`config.mk`:
```
export PLATFORM = sky130hd
export DESIGN_NAME = llsf_div
export DESIGN_NICKNAME = d
export VERILOG_FILES = /design/src/sv/llsf_pkg.sv /design/src/sv/llsf_div.sv
export SDC_FILE = /design/constraint.sdc
export NUM_CORES = 1
export LEC_CHECK = 0
export BUFFER_PORTS_ARGS = -buffer_cell sky130_fd_sc_hd__buf_2
export CELL_PAD_IN_SITES_DETAIL_PLACEMENT = 0
export CELL_PAD_IN_SITES_GLOBAL_PLACEMENT = 1
export CORE_AREA = 4 4 175 262
export CTS_CLUSTER_DIAMETER = 100
export DETAILED_ROUTE_END_ITERATION = 8
export DIE_AREA = 0 0 179 266
export PLACE_DENSITY_LB_ADDON = 0.1
export SYNTH_ARGS = -nofsm -noshare
export SYNTH_HDL_FRONTEND = slang
export SYNTH_SLANG_ARGS = --single-unit
```
`constraint.sdc`:
```
create_clock -name clk -period 3.55 [get_ports clk]
set_clock_uncertainty 0.15 [all_clocks]
set_input_delay 0.1775 -clock clk [delete_from_list [all_inputs] [get_ports clk]]
set_output_delay 0.1775 -clock clk [all_outputs]
set_load 0.005 [all_outputs]
```
`src/sv/llsf_pkg.sv`:
```
`timescale 1ns / 1ps

// Shared constants and types for the least-squares line fit core.
package llsf_pkg;

	// Default point memory depth
	localparam int MAX_POINTS_DEF = 1024;

	// Point coordinate width (signed Q8.8)
	localparam int COORD_W = 16;

	// Start fraction register, units of 1/256
	localparam int FRAC_W = 8;
	localparam logic [FRAC_W-1:0] FRAC_RESET = 8'd51;

	// Result width (signed Q16.16) and numerator scalings
	localparam int Q_W     = 32;
	localparam int A_SHIFT = 8;
	localparam int B_SHIFT = 16;

	// Status codes
	localparam logic [1:0] ST_OK       = 2'd0;
	localparam logic [1:0] ST_ZERO_DEN = 2'd1;
	localparam logic [1:0] ST_SAT      = 2'd2;
	localparam logic [1:0] ST_DROPPED  = 2'd3;

	// One memory word: a stored point
	typedef struct packed {
		logic signed [COORD_W-1:0] x;
		logic signed [COORD_W-1:0] y;
	} point_t;

	// Divider result, valid while done is high
	typedef struct packed {
		logic                  done;
		logic                  sat;
		logic signed [Q_W-1:0] quo;
	} div_res_t;

endpackage

```
`src/sv/llsf_div.sv`:
```
`timescale 1ns / 1ps

// Restoring divider, one quotient bit per cycle, truncating toward zero.
// Quotient is saturated to the signed Q_W range.
module llsf_div #(
	parameter int NUM_W = 101,
	parameter int DEN_W = 52
) (
	input  logic                 clk,
	input  logic                 arst_n,
	input  logic                 start,
	input  logic [NUM_W-1:0]     num,
	input  logic                 neg,
	input  logic [DEN_W-1:0]     den,
	output llsf_pkg::div_res_t   res
);

	localparam int QW = llsf_pkg::Q_W;
	localparam int CW = $clog2(NUM_W + 1);
	localparam logic [QW:0] POS_LIM = {2'b00, {(QW-1){1'b1}}};
	localparam logic [QW:0] NEG_LIM = {2'b01, {(QW-1){1'b0}}};

	logic [NUM_W-1:0] num_q;
	logic [DEN_W-1:0] rem_q;
	logic [QW:0]      q_q;
	logic             big_q;
	logic             neg_q;
	logic [CW-1:0]    cnt_q;
	logic             busy_q;
	logic             fin_q;

	logic [DEN_W:0] trial;
	logic [DEN_W:0] diff;
	logic           ge;
	logic           sat;

	assign trial = {rem_q, num_q[NUM_W-1]};
	assign diff  = trial - {1'b0, den};
	assign ge    = trial >= {1'b0, den};

	// control
	always_ff @(posedge clk or negedge arst_n) begin
		if (!arst_n) begin
			busy_q <= 1'b0;
			fin_q  <= 1'b0;
			cnt_q  <= '0;
		end else begin
			fin_q <= 1'b0;
			if (start) begin
				busy_q <= 1'b1;
				cnt_q  <= CW'(NUM_W);
			end else if (busy_q) begin
				cnt_q <= cnt_q - CW'(1);
				if (cnt_q == CW'(1)) begin
					busy_q <= 1'b0;
					fin_q  <= 1'b1;
				end
			end
		end
	end

	// datapath: bits that fall off the quotient top mark an overflow
	always_ff @(posedge clk) begin
		if (start) begin
			num_q <= num;
			rem_q <= '0;
			q_q   <= '0;
			big_q <= 1'b0;
			neg_q <= neg;
		end else if (busy_q) begin
			rem_q <= ge ? diff[DEN_W-1:0] : trial[DEN_W-1:0];
			q_q   <= {q_q[QW-1:0], ge};
			big_q <= big_q | q_q[QW];
			num_q <= num_q << 1;
		end
	end

	// saturate and apply sign
	assign sat = big_q || (q_q > (neg_q ? NEG_LIM : POS_LIM));

	always_comb begin
		res.done = fin_q;
		res.sat  = sat;
		if (sat) begin
			res.quo = neg_q ? signed'({1'b1, {(QW-1){1'b0}}})
			                : signed'({1'b0, {(QW-1){1'b1}}});
		end else if (neg_q) begin
			res.quo = signed'(~q_q[QW-1:0] + QW'(1));
		end else begin
			res.quo = signed'(q_q[QW-1:0]);
		end
	end

endmodule

```
======== Yosys cells after proc, flatten, opt, wreduce, memory -nomap -nowiden ========
Index checks and enable logic that the tools add are counted.
storage, ports and cells
  bits of input ports ..................... 157
  flip-flop bits (word level) ............. 197
  output and inout bits ................... 34
operators by class
  bitwise operators ....................... 2
  $add $sub $neg .......................... 3
  muxes and demuxes ....................... 15
  reductions and logical operators ........ 2
  eq/ne operators ......................... 1
  $lt $le $gt $ge ......................... 2
operator list
  cell                                                                   number
  101-bit 2-to-1 mux                                                     2
  32-bit 2-to-1 mux                                                      4
  53-bit by 52-bit greater-or-equal comparator with 1-bit output         1
  52-bit 2-to-1 mux                                                      1
  52-bit subtractor                                                      1
  33-bit by 32-bit greater-than comparator with 1-bit output             1
  32-bit by 1-bit adder with 32-bit output, second input constant        1
  32-bit inverter                                                        1
  7-bit 2-to-1 mux                                                       2
  7-bit by 1-bit equality test with 1-bit output, second input constant  1
  7-bit by 1-bit subtractor with 7-bit output, second input constant     1
  1-bit 2-to-1 mux                                                       6
  2-bit nonzero test                                                     1
  1-bit logical OR                                                       1
  1-bit bitwise OR                                                       1

======== Depth between registers and ports, before layout ========
  depth after elaboration ................. 4
  depth in mapped cells ................... 15

======== Worst setup path after synthesis ========
No wires, ideal clock.
  kind .................................... reg2out
  start ................................... reg neg_q
  end ..................................... out res[18] (netlist bit)
  buffers on the path ..................... 4
  data arrival time ....................... 3.366 ns
  stages on the path, launching flop included .. 16
  path slack .............................. -0.144 ns
  cells stage by stage .................... edfxtp_1 -> clkbuf_1 -> inv_1 -> clkbuf_1 -> ha_1 -> nor2_1 -> a211oi_1 -> o21ai_0 -> a21oi_1 -> o221ai_1 -> nand3_1 -> nand2_1 -> clkbuf_1 -> clkbuf_1 -> nor2_1 -> o22ai_1
RTL lines
  what                      RTL line        text
  start: declaration        llsf_div.sv:27  logic neg_q;
  start signal: assignment  llsf_div.sv:69  neg_q <= neg;
  end: declaration          llsf_div.sv:15  output llsf_pkg::div_res_t res

==> run_results.csv <==
group,metric,value,unit
clock_tree,root_buffer,"sky130_fd_sc_hd__clkbuf_16",
critical_path,timing.critical_path.slowest_cell_delay,370,ps
sta,max_clock_freq,270,MHz
critical_path,path_buf_inv,3,
global_routing,grt_start_max_net_pins,132,
synthesis,synth-edff-count,102,
synthesis,syn_area,0.0130,mm²
sta,total_count_of_hold_check_failures_in_the_final_report,0,
synthesis,synth_sequential_area_ratio,0.386,
sta,hold_slack,47.7,ps
synthesis,postSynth.topFlopCell,"sky130_fd_sc_hd__edfxtp_1",
critical_path,timing.critical_path.cells,"inv_1, ha_2, nor3b_4, nand3_4, nor3_4, and3_4, nand2_1, or3_4, nor3_2, buf_4, a21oi_1, a221o_1, buf_2",
global_routing,global_route_wire_length_before_repair,65.0,mm
sta,totalNegativeSetupSlack,-2870,ps
routing,drt_pass1_iterations,4,
synthesis,synth_fp_nets,1593,
layout,layout-area-overhead-vs-synth,36.5,%
sta,rsz0062_at_grt,"yes",
placed_design,dp_hpwl,29.3,mm
synthesis,yosysTopAreaCell,"sky130_fd_sc_hd__edfxtp_1",
sta,final_max_slew_viol_count,0,
pwr,static_leak,8.07,nW
global_routing,first_global_vias,12200,
global_routing,global_route.overflow_total,0,
synthesis,yosys_warns,0,
routing,detail_route.wirelength,41.5,mm
sta,worst_pin_slew,822,ps
pwr,finalPower,5.67,mW
routing,routed_wire_length_per_instance,18.2,µm
placed_design,io_buffers,190,
sta,setup_violations,29,
clock_tree,clkTransAtPathRegs,80,ps
die,num_io_pins,191,
status,outcome,"complete, but fails checks",
synthesis,gate_count_after_technology_mapping,1348,
critical_path,setup.worst_path.class,"flop to output port",
die,std_cell_rows,94,
critical_path,timing.critical_path.required,3220,ps
pwr,vdd.ir_drop.worst,0.411,mV
routing,remaining_drc_errors,0,
sta,slew_headroom,0.452,
die,start_util,0.297,
clock_tree,cts_max_level,4,
synthesis,synthDistinctLibCells,70,
routing,routed_via_density,4.98,
die,core_region_area,0.0436,mm²
synthesis,post_synth_main_area_contributors,"sky130_fd_sc_hd__edfxtp_1, sky130_fd_sc_hd__dfxtp_1, sky130_fd_sc_hd__mux2_2, sky130_fd_sc_hd__ha_1, sky130_fd_sc_hd__mux2i_1",
synthesis,synthesis.area_per_instance,9.63,µm²
clock_tree,cts_made_buffers,17,
critical_path,instance_count_on_the_critical_path,13,
critical_path,slowest_stage_cell_crit_path,"sky130_fd_sc_hd__or3_4",
die,die_width,179,µm
synthesis,synth-seq-cells,197,
synthesis,ys_async_sr_fraction,0.0457,
global_routing,antenna_violations_before_repair,2,
sta,period_needed,3700,ps
critical_path,cell_family_with_most_cp_delay,"simple AND/OR/NAND/NOR gates",
flow_run,max-cap-violations,0,
clock_tree,tritoncts_clock_tree,"done",
layout,drive_above_1_share,0.315,
sta,final.setup.worst_slack,-148,ps
die,area_of_the_die,0.0476,mm²
routing,detailroute.via_count,11400,
routing,drt.antenna.violating_nets,0,
clock_tree,clock-sinks,197,
critical_path,category_of_the_worst_setup_path_capture_point,"output port",
sta,min_period_over_period,1.04,
status,violated_checks,"negative setup slack",
layout,finish.net_count,1941,
worst_hold_path,min_path_cells,5,
critical_path,crit_arrival,3370,ps
global_routing,grtUsageTotal,0.173,
critical_path,worstRegToRegCells,13,
critical_path,cp-start-kind,"flop",
placed_design,gpl.final_weighted_congestion,0.777,
critical_path,timing.critical_path.fanout_max,4,
pwr,power.density_cell_area,320,mW/mm²
die,floorplan.die.height,266,µm
routing,dr.first_iter.drc_count,383,
synthesis,yosys.area.top_type_share,0.236,
clock_tree,worstSkewPairLatency,470,ps
clock_tree,cts-root-to-sink-buffers,2,
worst_hold_path,hold_path.class,"input port to flop",
==> cell usage in the layout (no fill, tap or decap), types with 7 or more instances in the layout <==
| master | netlist | final |
|---|---|---|
| sky130_fd_sc_hd__buf_6 | 2 | 7 |
| sky130_fd_sc_hd__buf_2 | 7 | 189 |
| sky130_fd_sc_hd__nand3_1 | 10 | 7 |
| sky130_fd_sc_hd__dlygate4sd3_1 | 0 | 105 |
| sky130_fd_sc_hd__o21ai_1 | 4 | 10 |
| sky130_fd_sc_hd__ha_4 | 0 | 12 |
| sky130_fd_sc_hd__buf_12 | 0 | 15 |
| sky130_fd_sc_hd__nor2_1 | 122 | 116 |
| sky130_fd_sc_hd__edfxtp_1 | 102 | 102 |
| sky130_fd_sc_hd__a21oi_2 | 0 | 10 |
| sky130_fd_sc_hd__nor3_1 | 20 | 16 |
| sky130_fd_sc_hd__dfrtp_1 | 9 | 8 |
| sky130_fd_sc_hd__clkbuf_16 | 0 | 20 |
| sky130_fd_sc_hd__a21o_1 | 53 | 53 |
| sky130_fd_sc_hd__nand4_1 | 24 | 24 |
| sky130_fd_sc_hd__or3_1 | 18 | 15 |
| sky130_fd_sc_hd__a21oi_1 | 82 | 71 |
| sky130_fd_sc_hd__inv_1 | 78 | 76 |
| sky130_fd_sc_hd__o22ai_1 | 8 | 7 |
| sky130_fd_sc_hd__mux2_2 | 100 | 100 |
| sky130_fd_sc_hd__o21bai_1 | 12 | 11 |
| sky130_fd_sc_hd__mux2i_1 | 62 | 62 |
| sky130_fd_sc_hd__dfxtp_1 | 86 | 83 |
| sky130_fd_sc_hd__a31oi_1 | 12 | 11 |
| sky130_fd_sc_hd__o21ai_2 | 0 | 7 |
| sky130_fd_sc_hd__nand2b_1 | 9 | 9 |
| sky130_fd_sc_hd__xor2_1 | 21 | 21 |
| sky130_fd_sc_hd__a211o_1 | 12 | 12 |
| sky130_fd_sc_hd__xnor2_1 | 31 | 31 |
| sky130_fd_sc_hd__ha_1 | 87 | 74 |
| sky130_fd_sc_hd__o211ai_1 | 9 | 9 |
| sky130_fd_sc_hd__o21ai_0 | 80 | 67 |
| sky130_fd_sc_hd__nand2_1 | 76 | 75 |
| sky130_fd_sc_hd__a211oi_1 | 34 | 29 |
| sky130_fd_sc_hd__buf_4 | 4 | 85 |
==> state kept, by name, summed over array words and instances, names as in the netlist <==
signal / count
fin_q: 1
neg_q: 1
big_q: 1
q_q: 33
num_q: 101
rem_q: 52
busy_q: 1
cnt_q: 7
==> power by group <==
group          internal [mW]  switching, mW  leakage [nW]
sequential              2.56         0.0547          1.88
combinational          0.534          0.477          5.91
clock                  0.954           1.09         0.287
total                   4.04           1.63          8.07
==> cells by family (layout without fill, tap and decap cells) <==
| family | Yosys count | count (layout) | share of synthesized area |
|---|---|---|---|
| AOI/OAI and AO/OA | 362 | 362 | 0.187 |
| muxes | 162 | 162 | 0.135 |
| DFF | 197 | 197 | 0.386 |
| other | 0 | 2 | 0 |
| adders and majority gates | 88 | 88 | 0.0854 |
| and+or+nand+nor | 330 | 330 | 0.124 |
| xor gates and xnor gates | 52 | 52 | 0.0351 |
| buffers and inverters | 157 | 517 | 0.0486 |
==> stage by stage <==
stage / worst slack, ps / utilization / cell area [µm²] / instances
after floorplan: 36.8 / - / 13000 / 1348
after global placement: -35.8 / 0.346 / 15100 / 2119
after detailed placement: -7.38 / 0.346 / 15100 / 2119
after CTS: -201 / 0.397 / 17300 / 2275
after global routing: -322 / 0.406 / 17700 / 2286
final: -148 / 0.406 / 17700 / 2286
==> routing by layer <==
layer / vias to the layer above / global-route usage / share of wire
li1: 5676 / - / -
met1: 5459 / 0.191 / 0.39
met2: 186 / 0.338 / 0.56
met3: 52 / 0.0194 / 0.022
met4: 0 / 0.0540 / 0.023
met5: - / 0 / 0
==> final cells by class <==
type	count	area, µm²
diodes	2	5.00
clock buffers	17	425
clock inverters	14	166
fillers	4413	25900
inverters	78	299
multi-input cells	994	7910
flip-flops and latches	197	5020
well taps	576	721
repair buffers	408	3170
==> cell usage after synthesis (9+ instances only) <==
master and instances:
sky130_fd_sc_hd__a211o_1 12, sky130_fd_sc_hd__a211oi_1 34, sky130_fd_sc_hd__a21o_1 53, sky130_fd_sc_hd__a21oi_1 82, sky130_fd_sc_hd__a31oi_1 12, sky130_fd_sc_hd__clkbuf_1 59
sky130_fd_sc_hd__dfrtp_1 9, sky130_fd_sc_hd__dfxtp_1 86, sky130_fd_sc_hd__edfxtp_1 102, sky130_fd_sc_hd__ha_1 87, sky130_fd_sc_hd__inv_1 78, sky130_fd_sc_hd__mux2_2 100
sky130_fd_sc_hd__mux2i_1 62, sky130_fd_sc_hd__nand2_1 76, sky130_fd_sc_hd__nand2b_1 9, sky130_fd_sc_hd__nand3_1 10, sky130_fd_sc_hd__nand4_1 24, sky130_fd_sc_hd__nor2_1 122
sky130_fd_sc_hd__nor3_1 20, sky130_fd_sc_hd__nor4_1 9, sky130_fd_sc_hd__nor4b_1 9, sky130_fd_sc_hd__o211ai_1 9, sky130_fd_sc_hd__o21ai_0 80, sky130_fd_sc_hd__o21bai_1 12
sky130_fd_sc_hd__or3_1 18, sky130_fd_sc_hd__xnor2_1 31, sky130_fd_sc_hd__xor2_1 21
==> worst register-to-register path, cell delays in order, from the launching register on <==
cell and delay, ps:
sky130_fd_sc_hd__edfxtp_1 370, sky130_fd_sc_hd__inv_1 50, sky130_fd_sc_hd__ha_1 200, sky130_fd_sc_hd__fa_1 410, sky130_fd_sc_hd__nor2b_1 180, sky130_fd_sc_hd__o2111ai_1 180, sky130_fd_sc_hd__a21oi_2 230, sky130_fd_sc_hd__o211ai_1 170
sky130_fd_sc_hd__a21o_1 240, sky130_fd_sc_hd__a21oi_2 250, sky130_fd_sc_hd__a41o_1 340, sky130_fd_sc_hd__a21boi_0 180, sky130_fd_sc_hd__xor2_1 170, sky130_fd_sc_hd__o21ai_0 140
==> path summary, 6_finish.rpt <==
kind | startpoint | end | slack (ps)
max | q_q[0] | res[30] | -150
min | den[1] | rem_q[1] | 50
max in group asynchronous | arst_n | busy_q | 2330
min reg2reg | rem_q[9] | rem_q[9] | 320
min in group asynchronous | arst_n | cnt_q[5] | 590
max reg2reg | num_q[100] | rem_q[40] | 210
==> what timing repair did <==
item | in CTS | in global routing
gates resized for setup | 79 | 56
endpoints found under the hold margin | 117 | 0
hold buffers | 105 | 0
setup buffers | 18 | 9
setup endpoints to repair | 35 | 50
gates cloned | 2 | 4
pin swaps | 38 | 23
(Power assumes the default switching activity.)
